**src/rms_pkg.sv**
```systemverilog
package rms_pkg;

    // Field widths of the input and result words.
    localparam int unsigned TIME_W  = 32;
    localparam int unsigned LEVEL_W = 8;
    localparam int unsigned MODE_W  = 3;
    localparam int unsigned COUNT_W = 6;

    // Default timebase: microsecond ticks.
    localparam int unsigned TICKS_PER_SECOND_DEF = 1000000;

    // Reset value of the prepare delay register, in microseconds.
    localparam logic [TIME_W-1:0] PREPARE_DELAY_RST = 32'd5000000;

    // Gesture counter limits; the abort value selects no mode.
    localparam logic [COUNT_W-1:0] ABORT_COUNT = 6'd42;
    localparam logic [COUNT_W-1:0] COUNT_MAX   = 6'd63;

    // Gesture counts that select a mode.
    localparam logic [COUNT_W-1:0] GESTURE_PREPARE   = 6'd0;
    localparam logic [COUNT_W-1:0] GESTURE_CALIBRATE = 6'd1;
    localparam logic [COUNT_W-1:0] GESTURE_TEST      = 6'd2;

    typedef enum logic [MODE_W-1:0] {
        MODE_WAIT      = 3'd0,
        MODE_CALIBRATE = 3'd1,
        MODE_PREPARE   = 3'd2,
        MODE_FIGHT     = 3'd3,
        MODE_TEST      = 3'd4,
        MODE_BRAINDEAD = 3'd5
    } mode_t;

endpackage

```
**src/rms_if.sv**
```systemverilog
// Input channel: one control-loop tick per word.
interface rms_in_if;
    import rms_pkg::*;

    logic               valid;
    logic               ready;
    logic [TIME_W-1:0]  now_us;
    logic [LEVEL_W-1:0] left_level;
    logic [LEVEL_W-1:0] right_level;
    logic               start_signal;

    modport source (output valid, now_us, left_level, right_level, start_signal,
                    input ready);
    modport sink (input valid, now_us, left_level, right_level, start_signal,
                  output ready);
endinterface

// Result channel: one word of mode and commands per tick.
interface rms_out_if;
    import rms_pkg::*;

    logic              valid;
    logic              ready;
    logic [MODE_W-1:0] mode;
    logic              led_on;
    logic              motors_stop;
    logic              run_calibrate;
    logic              run_fight;
    logic              run_test;

    modport source (output valid, mode, led_on, motors_stop, run_calibrate,
                    run_fight, run_test, input ready);
    modport sink (input valid, mode, led_on, motors_stop, run_calibrate,
                  run_fight, run_test, output ready);
endinterface

```
**src/robot_mode_sequencer_core.sv**
```systemverilog
// A word accepted at the input is held in the input register; its result is written
// into the result register when the result slot is free (empty or being taken).
// Throughput: one word per clock unless out_ch.ready stalls; the input and the result
// registers form a two-stage pipeline and the mode update is one short step of logic.
// Reset (rst_n, asynchronous, active low) clears the mode to waiting, the sensor
// history, the counters and timestamps, the LED, and sets the prepare delay to 5 s.
module robot_mode_sequencer_core #(
    parameter int unsigned TICKS_PER_SECOND = rms_pkg::TICKS_PER_SECOND_DEF
) (
    input  logic                       clk,
    input  logic                       rst_n,
    rms_in_if.sink                     in_ch,
    rms_out_if.source                  out_ch,
    input  logic                       cfg_wr_en,
    input  logic [rms_pkg::TIME_W-1:0] cfg_wr_data
);
    import rms_pkg::*;

    // Blink periods and on times for each group of modes.
    localparam logic [TIME_W-1:0] BD_PERIOD  = TIME_W'(TICKS_PER_SECOND * 2);
    localparam logic [TIME_W-1:0] BD_ON      = TIME_W'(TICKS_PER_SECOND);
    localparam logic [TIME_W-1:0] PREP_PERIOD = TIME_W'(TICKS_PER_SECOND / 10);
    localparam logic [TIME_W-1:0] PREP_ON     = TIME_W'(TICKS_PER_SECOND / 20);
    localparam logic [TIME_W-1:0] RUN_PERIOD  = TIME_W'((TICKS_PER_SECOND / 2) / 2);
    localparam logic [TIME_W-1:0] RUN_ON      = TIME_W'((TICKS_PER_SECOND / 3) / 5);
    localparam logic [TIME_W-1:0] IDLE_PERIOD = TIME_W'(TICKS_PER_SECOND / 2);
    localparam logic [TIME_W-1:0] IDLE_ON     = TIME_W'(TICKS_PER_SECOND / 5);

    // Configuration register.
    logic [TIME_W-1:0]  prepare_delay_reg;

    // Input register.
    logic               in_valid_reg;
    logic [TIME_W-1:0]  now_reg;
    logic [LEVEL_W-1:0] left_reg;
    logic [LEVEL_W-1:0] right_reg;
    logic               start_reg;

    // Block state.
    mode_t              mode_reg, mode_next;
    logic [LEVEL_W-1:0] prev_left_reg;
    logic [LEVEL_W-1:0] prev_right_reg;
    logic [COUNT_W-1:0] gesture_reg, gesture_next;
    logic [TIME_W-1:0]  prepare_start_reg, prepare_start_next;
    logic [TIME_W-1:0]  blink_start_reg, blink_start_next;
    logic               led_reg, led_next;

    // Result register.
    logic               out_valid_reg;
    logic [MODE_W-1:0]  out_mode_reg;
    logic               out_led_reg;
    logic               out_stop_reg, stop_next;
    logic               out_cal_reg, cal_next;
    logic               out_fight_reg, fight_next;
    logic               out_test_reg, test_next;

    // Handshake: the result slot frees when empty or being taken.
    logic out_free;
    logic step;
    logic in_take;

    mode_t             mode_upd;
    logic              abort_stop;
    logic [TIME_W-1:0] period;
    logic [TIME_W-1:0] on_time;
    logic [TIME_W-1:0] blink_elapsed;
    logic [TIME_W-1:0] prepare_elapsed;

    assign out_free     = !out_valid_reg || out_ch.ready;
    assign step         = in_valid_reg && out_free;
    assign in_ch.ready  = !in_valid_reg || out_free;
    assign in_take      = in_ch.valid && in_ch.ready;

    assign out_ch.valid         = out_valid_reg;
    assign out_ch.mode          = out_mode_reg;
    assign out_ch.led_on        = out_led_reg;
    assign out_ch.motors_stop   = out_stop_reg;
    assign out_ch.run_calibrate = out_cal_reg;
    assign out_ch.run_fight     = out_fight_reg;
    assign out_ch.run_test      = out_test_reg;

    assign prepare_elapsed = now_reg - prepare_start_reg;
    assign blink_elapsed   = now_reg - blink_start_reg;

    // Mode update from the sensors, the start bit and the prepare timer.
    always_comb
    begin
        mode_upd           = mode_reg;
        gesture_next       = gesture_reg;
        prepare_start_next = prepare_start_reg;
        abort_stop         = 1'b0;
        if (mode_reg == MODE_WAIT)
        begin
            if (start_reg)
            begin
                mode_upd = MODE_FIGHT;
            end
            else if (right_reg != '0)
            begin
                if (left_reg < prev_left_reg && gesture_reg != COUNT_MAX)
                begin
                    gesture_next = gesture_reg + 1'b1;
                end
            end
            else if (right_reg < prev_right_reg)
            begin
                if (left_reg == '0)
                begin
                    priority if (gesture_reg == GESTURE_PREPARE)
                    begin
                        mode_upd           = MODE_PREPARE;
                        prepare_start_next = now_reg;
                    end
                    else if (gesture_reg == GESTURE_CALIBRATE)
                    begin
                        mode_upd = MODE_CALIBRATE;
                    end
                    else if (gesture_reg == GESTURE_TEST)
                    begin
                        mode_upd = MODE_TEST;
                    end
                    else
                    begin
                        mode_upd = MODE_WAIT;
                    end
                end
                gesture_next = '0;
            end
        end
        else if (left_reg != '0 && right_reg != '0)
        begin
            // Both sensors covered: abort.
            if (mode_reg == MODE_FIGHT)
            begin
                mode_upd = MODE_BRAINDEAD;
            end
            else if (mode_reg != MODE_BRAINDEAD)
            begin
                mode_upd     = MODE_WAIT;
                gesture_next = ABORT_COUNT;
            end
            abort_stop = 1'b1;
        end
        else if (mode_reg == MODE_PREPARE)
        begin
            if (prepare_elapsed >= prepare_delay_reg)
            begin
                mode_upd = MODE_FIGHT;
            end
        end
    end

    // Blink pattern chosen by the updated mode.
    always_comb
    begin
        unique case (mode_upd)
            MODE_BRAINDEAD:
            begin
                period  = BD_PERIOD;
                on_time = BD_ON;
            end
            MODE_PREPARE:
            begin
                period  = PREP_PERIOD;
                on_time = PREP_ON;
            end
            MODE_FIGHT, MODE_TEST:
            begin
                period  = RUN_PERIOD;
                on_time = RUN_ON;
            end
            default:
            begin
                period  = IDLE_PERIOD;
                on_time = IDLE_ON;
            end
        endcase
    end

    // LED level, then the action for the mode.
    always_comb
    begin
        led_next         = led_reg;
        blink_start_next = blink_start_reg;
        mode_next        = mode_upd;
        stop_next        = abort_stop;
        cal_next         = 1'b0;
        fight_next       = 1'b0;
        test_next        = 1'b0;
        if (blink_elapsed >= period)
        begin
            led_next         = 1'b1;
            blink_start_next = now_reg;
        end
        else if (blink_elapsed >= on_time)
        begin
            led_next = 1'b0;
        end
        unique case (mode_upd)
            MODE_BRAINDEAD, MODE_PREPARE:
            begin
                stop_next = 1'b1;
            end
            MODE_CALIBRATE:
            begin
                // Calibration lasts a single tick.
                cal_next  = 1'b1;
                led_next  = 1'b1;
                mode_next = MODE_WAIT;
            end
            MODE_FIGHT:
            begin
                fight_next = 1'b1;
            end
            MODE_TEST:
            begin
                test_next = 1'b1;
            end
            default:
            begin
                mode_next = mode_upd;
            end
        endcase
        if (mode_upd == MODE_CALIBRATE)
        begin
            stop_next = 1'b1;
        end
    end

    // Prepare delay register.
    always_ff @(posedge clk or negedge rst_n)
    begin
        if (!rst_n)
        begin
            prepare_delay_reg <= PREPARE_DELAY_RST;
        end
        else if (cfg_wr_en)
        begin
            prepare_delay_reg <= cfg_wr_data;
        end
    end

    // Input register control.
    always_ff @(posedge clk or negedge rst_n)
    begin
        if (!rst_n)
        begin
            in_valid_reg <= 1'b0;
        end
        else if (in_ch.ready)
        begin
            in_valid_reg <= in_ch.valid;
        end
    end

    // Input register payload.
    always_ff @(posedge clk)
    begin
        if (in_take)
        begin
            now_reg   <= in_ch.now_us;
            left_reg  <= in_ch.left_level;
            right_reg <= in_ch.right_level;
            start_reg <= in_ch.start_signal;
        end
    end

    // Block state, advanced once per word.
    always_ff @(posedge clk or negedge rst_n)
    begin
        if (!rst_n)
        begin
            mode_reg          <= MODE_WAIT;
            prev_left_reg     <= '0;
            prev_right_reg    <= '0;
            gesture_reg       <= '0;
            prepare_start_reg <= '0;
            blink_start_reg   <= '0;
            led_reg           <= 1'b0;
        end
        else if (step)
        begin
            mode_reg          <= mode_next;
            prev_left_reg     <= left_reg;
            prev_right_reg    <= right_reg;
            gesture_reg       <= gesture_next;
            prepare_start_reg <= prepare_start_next;
            blink_start_reg   <= blink_start_next;
            led_reg           <= led_next;
        end
    end

    // Result register control.
    always_ff @(posedge clk or negedge rst_n)
    begin
        if (!rst_n)
        begin
            out_valid_reg <= 1'b0;
        end
        else if (out_free)
        begin
            out_valid_reg <= in_valid_reg;
        end
    end

    // Result register payload.
    always_ff @(posedge clk)
    begin
        if (step)
        begin
            out_mode_reg  <= mode_next;
            out_led_reg   <= led_next;
            out_stop_reg  <= stop_next;
            out_cal_reg   <= cal_next;
            out_fight_reg <= fight_next;
            out_test_reg  <= test_next;
        end
    end

`ifndef ASSERT_OFF
    // Calibrate never outlives its own tick.
    a_no_held_calibrate: assert property (@(posedge clk) disable iff (!rst_n)
        mode_reg != MODE_CALIBRATE)
        else $error("calibrate mode held in state");

    // A calibrate word reports waiting, LED on and motors stopped.
    a_cal_word: assert property (@(posedge clk) disable iff (!rst_n)
        out_valid_reg && out_cal_reg |->
            out_mode_reg == MODE_WAIT && out_led_reg && out_stop_reg)
        else $error("calibrate word malformed");

    // Abort from prepare or test returns to waiting with the abort count.
    a_abort: assert property (@(posedge clk) disable iff (!rst_n)
        step && (mode_reg == MODE_PREPARE || mode_reg == MODE_TEST)
            && left_reg != '0 && right_reg != '0 |=>
            mode_reg == MODE_WAIT && gesture_reg == ABORT_COUNT)
        else $error("abort did not return to waiting");

    // Running behaviours never coincide with stopped motors.
    a_run_exclusive: assert property (@(posedge clk) disable iff (!rst_n)
        out_valid_reg |-> !((out_fight_reg || out_test_reg) && out_stop_reg)
            && !(out_fight_reg && out_test_reg))
        else $error("conflicting action in result word");
`endif

endmodule

```
**src/flat_wrapper.sv**
```systemverilog
// flat-port wrapper written by rule: the top's interface ports become plain ports
module robot_mode_sequencer_core_flat import rms_pkg::*;
#(
    parameter int unsigned TICKS_PER_SECOND = rms_pkg::TICKS_PER_SECOND_DEF
)
  (clk, rst_n, cfg_wr_en, cfg_wr_data, in_ch_valid, in_ch_now_us, in_ch_left_level, in_ch_right_level, in_ch_start_signal, in_ch_ready, out_ch_valid, out_ch_mode, out_ch_led_on, out_ch_motors_stop, out_ch_run_calibrate, out_ch_run_fight, out_ch_run_test, out_ch_ready);
  rms_in_if in_ch_i ();
  rms_out_if out_ch_i ();
  input  logic clk;
  input  logic rst_n;
  input  logic cfg_wr_en;
  input  logic [rms_pkg::TIME_W-1:0] cfg_wr_data;
  input wire logic [$bits(in_ch_i.valid)-1:0] in_ch_valid;
  input wire logic [$bits(in_ch_i.now_us)-1:0] in_ch_now_us;
  input wire logic [$bits(in_ch_i.left_level)-1:0] in_ch_left_level;
  input wire logic [$bits(in_ch_i.right_level)-1:0] in_ch_right_level;
  input wire logic [$bits(in_ch_i.start_signal)-1:0] in_ch_start_signal;
  output wire logic [$bits(in_ch_i.ready)-1:0] in_ch_ready;
  output wire logic [$bits(out_ch_i.valid)-1:0] out_ch_valid;
  output wire logic [$bits(out_ch_i.mode)-1:0] out_ch_mode;
  output wire logic [$bits(out_ch_i.led_on)-1:0] out_ch_led_on;
  output wire logic [$bits(out_ch_i.motors_stop)-1:0] out_ch_motors_stop;
  output wire logic [$bits(out_ch_i.run_calibrate)-1:0] out_ch_run_calibrate;
  output wire logic [$bits(out_ch_i.run_fight)-1:0] out_ch_run_fight;
  output wire logic [$bits(out_ch_i.run_test)-1:0] out_ch_run_test;
  input wire logic [$bits(out_ch_i.ready)-1:0] out_ch_ready;
  assign in_ch_i.valid = in_ch_valid;
  assign in_ch_i.now_us = in_ch_now_us;
  assign in_ch_i.left_level = in_ch_left_level;
  assign in_ch_i.right_level = in_ch_right_level;
  assign in_ch_i.start_signal = in_ch_start_signal;
  assign in_ch_ready = in_ch_i.ready;
  assign out_ch_valid = out_ch_i.valid;
  assign out_ch_mode = out_ch_i.mode;
  assign out_ch_led_on = out_ch_i.led_on;
  assign out_ch_motors_stop = out_ch_i.motors_stop;
  assign out_ch_run_calibrate = out_ch_i.run_calibrate;
  assign out_ch_run_fight = out_ch_i.run_fight;
  assign out_ch_run_test = out_ch_i.run_test;
  assign out_ch_i.ready = out_ch_ready;
  robot_mode_sequencer_core #(.TICKS_PER_SECOND(TICKS_PER_SECOND)) u_core (.clk(clk), .rst_n(rst_n), .in_ch(in_ch_i), .out_ch(out_ch_i), .cfg_wr_en(cfg_wr_en), .cfg_wr_data(cfg_wr_data));
endmodule
```
**config.mk**
```make
export PLATFORM = sky130hd
export DESIGN_NAME = robot_mode_sequencer_core_flat
export DESIGN_NICKNAME = d
export VERILOG_FILES = /design/src/rms_pkg.sv /design/src/rms_if.sv /design/src/robot_mode_sequencer_core.sv /design/src/flat_wrapper.sv
export SDC_FILE = /design/constraint.sdc
export NUM_CORES = 1
export LEC_CHECK = 0
export BUFFER_PORTS_ARGS = -buffer_cell sky130_fd_sc_hd__buf_4
export CELL_PAD_IN_SITES_DETAIL_PLACEMENT = 1
export CELL_PAD_IN_SITES_GLOBAL_PLACEMENT = 1
export CORE_ASPECT_RATIO = 0.6
export CORE_MARGIN = 2
export CORE_UTILIZATION = 44
export CTS_CLUSTER_DIAMETER = 80
export DETAILED_ROUTE_END_ITERATION = 7
export HOLD_SLACK_MARGIN = 0.1
export PLACE_DENSITY_LB_ADDON = 0.1
export SYNTH_ARGS = -nofsm -noshare
export SYNTH_HDL_FRONTEND = slang
export SYNTH_SLANG_ARGS = --single-unit
```
**constraint.sdc**
```tcl
create_clock -name clk -period 7 [get_ports clk]
set_input_delay 1.4 -clock clk [delete_from_list [all_inputs] [get_ports clk]]
set_output_delay 1.4 -clock clk [all_outputs]
set_load 0.01 [all_outputs]
```
# Word level (Yosys, flattened, before mapping)

Cells that the tools add are included.

Add/sub/neg operators: 3
Magnitude comparators: 5
Equality and inequality tests: 15
Multiplexer cells: 32
Bitwise gates (word level): 2
Reduce and logical (&&, ||, !) cells: 20

Operators with widths:

| cell                                                                   | count |
|---|---|
| 32-bit subtractor                                                      | 2 |
| 21-bit case mux with 3 select lines                                    | 1 |
| 20-bit case mux with 3 select lines                                    | 1 |
| 6-bit two-way mux                                                      | 8 |
| 3-bit two-way mux                                                      | 14 |
| 32-bit by 20-bit greater-or-equal comparator with 1-bit output         | 1 |
| 32-bit by 21-bit greater-or-equal comparator with 1-bit output         | 1 |
| 32-bit greater-or-equal comparator                                     | 1 |
| 8-bit < comparator                                                     | 2 |
| 8-bit nonzero test                                                     | 2 |
| 7-bit AND reduction                                                    | 2 |
| 3-bit by 2-bit equality test with 1-bit output (second input constant) | 4 |
| 3-bit != test (second input constant)                                  | 3 |
| 8-bit zero test                                                        | 1 |
| 1-bit two-way mux                                                      | 8 |
| 6-bit by 1-bit adder with 6-bit output (second input constant)         | 1 |
| 3-bit equality test (second input constant)                            | 2 |
| 6-bit by 1-bit equality test with 1-bit output (second input constant) | 1 |
| 6-bit by 2-bit equality test with 1-bit output (second input constant) | 1 |
| 6-bit zero test                                                        | 1 |
| 6-bit != test (second input constant)                                  | 1 |
| 1-bit logical AND                                                      | 4 |
| 2-bit nonzero test                                                     | 2 |
| 3-bit by 1-bit equality test with 1-bit output (second input constant) | 1 |
| 9 further kinds                                                        | 12 |

Register bits: 181
Input port bits: 86
Output and inout bits: 10

# Logic depth before layout (Yosys ltp)

Depth in word-level cells: 16
Depth in mapped cells: 34
Mapped depth without buffers: 33

# Worst setup path before layout

OpenSTA, ideal clock, no wires.

Kind: flip-flop to flip-flop
Start: register u_core.now_reg[0]
End: register u_core.blink_start_reg[0]
Library setup time: 125 ps
Data arrival time: 7093 ps
Path slack: -218 ps
Cell stages (with the launch flop): 33
Path buffers: 1
Clock period less this slack: 7218 ps
Cell sequence: edfxtp_1 > inv_1 > ha_1 > inv_1 > fa_1 > a211oi_1 > o21ai_0 > a211oi_1 > o21ai_0 > a221oi_1 > o21ai_0 > o221a_2 > a21oi_1 > o21ai_0 > xor2_1 > ha_1 > a21o_1 > a21oi_1 > nand2_1 > a41oi_1 > a211oi_1 > nand2b_1 > inv_1 > nor2_1 > ha_1 > nor2b_1 > a2111oi_0 > a31oi_1 > a2111oi_1 > nand4_1 > o41a_4 > buf_12 > mux2_4

Longest elaborated chain between the ends: 11

Ends and longest elaborated chain:

| item                                                                                         | line                             | source |
|---|---|---|
| from (decl)                                                                                  | robot_mode_sequencer_core.sv:34  | `logic [TIME_W-1:0] now_reg;` |
| from (signal assigned)                                                                       | robot_mode_sequencer_core.sv:261 | `now_reg <= in_ch.now_us;` |
| 32-bit subtractor                                                                            | robot_mode_sequencer_core.sv:82  | `assign prepare_elapsed = now_reg - prepare_start_reg;` |
| 32-bit greater-or-equal comparator                                                           | robot_mode_sequencer_core.sv:146 | `if (prepare_elapsed >= prepare_delay_reg)` |
| 3-bit two-way mux                                                                            | robot_mode_sequencer_core.sv:146 |  |
| 3-bit two-way mux                                                                            | robot_mode_sequencer_core.sv:144 | `else if (mode_reg == MODE_PREPARE)` |
| 3-bit two-way mux                                                                            | robot_mode_sequencer_core.sv:130 | `else if (left_reg != '0 && right_reg != '0)` |
| 3-bit two-way mux                                                                            | robot_mode_sequencer_core.sv:92  | `if (mode_reg == MODE_WAIT)` |
| 3-bit by 2-bit equality test with 1-bit output / 3-bit equality test (equally long branches) | robot_mode_sequencer_core.sv:156 | `unique case (mode_upd)` |
| 2-bit OR reduction                                                                           | robot_mode_sequencer_core.sv:156 |  |
| 21-bit case mux with 3 select lines                                                          | robot_mode_sequencer_core.sv:156 |  |
| 32-bit by 21-bit greater-or-equal comparator with 1-bit output                               | robot_mode_sequencer_core.sv:190 | `if (blink_elapsed >= period)` |
| 2-bit AND reduction (no line)                                                                | --                               |  |
| to (signal assigned)                                                                         | robot_mode_sequencer_core.sv:288 | `blink_start_reg <= blink_start_next;` |
| to (decl)                                                                                    | robot_mode_sequencer_core.sv:45  | `logic [TIME_W-1:0] blink_start_reg, blink_start_next;` |

Several ways; a longest one is shown, not always the timed one.
A chain may end at the register's enable or synchronous reset.

# Final worst setup path

Start: register u_core.now_reg[0]
End: register u_core.blink_start_reg[17]

Longest elaborated chain between the ends: 11

Ends and longest elaborated chain:

| item                                                                                         | line |
|---|---|
| 32-bit subtractor                                                                            | robot_mode_sequencer_core.sv:82 |
| 32-bit greater-or-equal comparator                                                           | robot_mode_sequencer_core.sv:146 |
| 3-bit two-way mux                                                                            | robot_mode_sequencer_core.sv:146 |
| 3-bit two-way mux                                                                            | robot_mode_sequencer_core.sv:144 |
| 3-bit two-way mux                                                                            | robot_mode_sequencer_core.sv:130 |
| 3-bit two-way mux                                                                            | robot_mode_sequencer_core.sv:92 |
| 3-bit by 2-bit equality test with 1-bit output / 3-bit equality test (equally long branches) | robot_mode_sequencer_core.sv:156 |
| 2-bit OR reduction                                                                           | robot_mode_sequencer_core.sv:156 |
| 21-bit case mux with 3 select lines                                                          | robot_mode_sequencer_core.sv:156 |
| 32-bit by 21-bit greater-or-equal comparator with 1-bit output (*)                           | robot_mode_sequencer_core.sv:190 |
| 2-bit AND reduction (no line) (*)                                                            | -- |

Mark *: on every way between the ends. The rest lies on a longest branch, timed or not.

==> impl_metrics.ini <==
[floorplanning]
fp-row-count = 46
ios = 96
fp.dieH_um = 132.0
dieArea_um2 = 28670
coreArea_um2 = 26650
start_util_pct = 45.07
dieWidth_um = 217.3

[clock_network]
cts_tree = built
cts_root_buffer = clkbuf_16
clkLatencyLatePin_ns = 0.46
clock_sinks = 181
clockBufferDepth = 2
cts_buffers = 17
ctsHtreeMaxLevel = 4
cts.clk_slew.worst_paths_ns = 0.07

[synthesis]
ys_types = 75
ys_seq_area_share_pct = 40.18
syn_area_per_cell_um2 = 10.01
synth_edf_count = 57
async_flop_share_pct = 68.51
synth_area_um2 = 12010
yosys_warnings = 0
yosys_most_used_dff = dfrtp_1
synth_cells = 1200
ys_ff_latch = 181
synth_nets = 1427

[timing]
fmax_mhz = 138.3
setup_violations = 32
rsz0062_at_grt = true
tightest_slew_ns = 1.101
timing.final.ws_setup_ns = -0.2320
drv_slew = 0
slew-limit-headroom_pct = 26.40
skew_ns = 0.01561
period_needed_ns = 7.232
finalCritPeriodShare_pct = 103.3
fin_hold_ws_ns = 0.4993
hold_violations = 0

[routing]
vias_per_cell = 5.448
drtAntennaViolNets = 0
first_iter_violations = 622
routed_wl_um = 33760
dr.pass1.iters = 7
wl_per_cell_um = 19.10
drc_errors = 0
num_vias = 9632

[global_routing]
overflow = 0
grt_max_degree = 64
antenna_found_initial = 0
grt_pass1_wl_um = 55620
grt_use_total_pct = 24.51
grt_pass1_vias = 10300

[status]
violations = negative setup slack
status = finished with violations

[setup_path]
path_class = flop to flop
critPathLaunchType = flop
end_kind = flop
crit_path_top_delay_cell = edfxtp_1
crit_path_max_incr_delay_ns = 0.42
cp_max_fo = 5
crit_arrival_ns = 7.57
crit_required_ns = 7.34

[layout]
area_growth_pct = 22.88
drive_above_1_share_pct = 26.99
nets = 1622
final_cells = 1768
num_antenna_cells = 0

[pwr]
ir_drop_v = 0.0001614
p_leak_uw = 0.006820
power_density_nw_per_um2 = 259.5

[placement]
gp_congestion = 0.8778
port_buffers = 95
dp_hpwl_um = 24750
placed_cells = 1706

[run]
drv_cap = 0

[min_path]
holdCritPathClass = flop to flop
## cell families (layout without fill, tap and decap cells)
logic type / Yosys count / in the layout / share of synthesized area, %
and+or+nand+nor: 256 / 256 / 10.28
muxes: 67 / 67 / 7.220
DFF: 181 / 181 / 40.17
AOI/OAI and AO/OA: 331 / 331 / 17.60
buffers and inverters: 168 / 376 / 5.824
xor gates and xnor gates: 56 / 56 / 4.084
adders and majority gates: 141 / 141 / 14.82
## worst paths after layout
path                                            startpoint  depth (start not counted)                                  endpoint  slack, ns
max                            u_core.now_reg[0]$_DFFE_PP_                         34    u_core.blink_start_reg[17]$_DFFE_PN0P_      -0.23
min                        u_core.in_valid_reg$_DFFE_PN0N_                          1           u_core.out_ch.valid$_DFFE_PN0P_       0.50
max reg2reg                    u_core.now_reg[0]$_DFFE_PP_                         34    u_core.blink_start_reg[17]$_DFFE_PN0P_      -0.23
min reg2reg                u_core.in_valid_reg$_DFFE_PN0N_                          1           u_core.out_ch.valid$_DFFE_PN0P_       0.50
max in group asynchronous                            rst_n                          2      u_core.prev_right_reg[6]$_DFFE_PN0P_       4.97
min in group asynchronous                            rst_n                          1  u_core.prepare_delay_reg[17]$_DFFE_PN0P_       0.93
## report_power, final
part	switching (uW)	internal [uW]
registers	80.7	1210
clock network	449	493
logic	890	707
## through the flow
stage	power, uW	TNS (ns)	area, um2	setup WS (ns)	util (%)
3_5_place_dp	2710	-28.76	13620	-0.8785	51.12
4_1_cts	3817	-0.9530	14740	-0.05895	55.33
6_report	3830	-4.973	14760	-0.2320	55.38
3_3_place_gp	2657	-16.83	13620	-0.5235	51.12
2_1_floorplan	2241	0	12030	0.05531	-
5_1_grt	4085	-15.54	14760	-0.5484	55.38
## layout by cell type, fill, tap and decap left out, types with 37 or more instances in the layout
cell	instances
o21ai_0	96
inv_1	138
buf_4	192
mux2_2	37
ha_1	131
a21o_1	43
nand2_1	102
dfrtp_1	116
a21oi_1	80
xnor2_1	37
nor2_1	44
edfxtp_1	57
## timing repair
item	4_1_cts	5_1_grt
resized for setup	69	7
cloned	3	0
pin swaps	44	22
endpoints found under the setup margin	34	34
setup buffers	29	6
hold buffers	0	0
## cell type report
type,count,area (um2)
clock buffer,18,429.2
sequential,181,4825
fill,2994,11890
multi-input combinational,851,6814
timing repair buffer,200,1564
clock inverter,14,131.4
tap,360,450.4
inverter,144,543.0
## synthesized netlist by cell type (all sizes together), types with 6 or more instances
master	count	area [um2]
a2111oi	8	77.57
a211o	6	52.55
a211oi	8	72.57
a21o	44	331.6
a21oi	86	434.2
a31oi	13	96.34
and2	6	37.54
clkbuf	20	95.09
dfrtp	116	2903
dfstp	8	210.2
edfxtp	57	1712
ha	139	1739
inv	144	540.5
mux2	67	867.1
nand2	105	394.1
nand2b	16	100.1
nand3	17	97.60
nand4	20	125.1
nor2	46	172.7
nor2b	8	50.05
nor3	10	50.05
nor4	8	50.05
o211ai	8	60.06
o21ai	107	539.3
o21bai	7	52.55
xnor2	37	324.1
xor2	19	166.4
## worst max-delay path, delay by kind of cell (launching register included)
kind            cells  cell delay (ns)
simple gates        4             0.69
flops               1             0.42
compound gates     18             3.84
buf+inv             6             0.80
fa+ha+maj           4             0.89
xor+xnor            1             0.16
mux                 1             0.29
## per-layer routing
layer | share of wire [%] | global-route usage [%]
met2 | 44 | 37.82
met4 | 0.72 | 4.566
met3 | 3.2 | 3.806
met5 | 0 | 0
met1 | 52 | 36.52
Power figures use the tool's default switching activity.
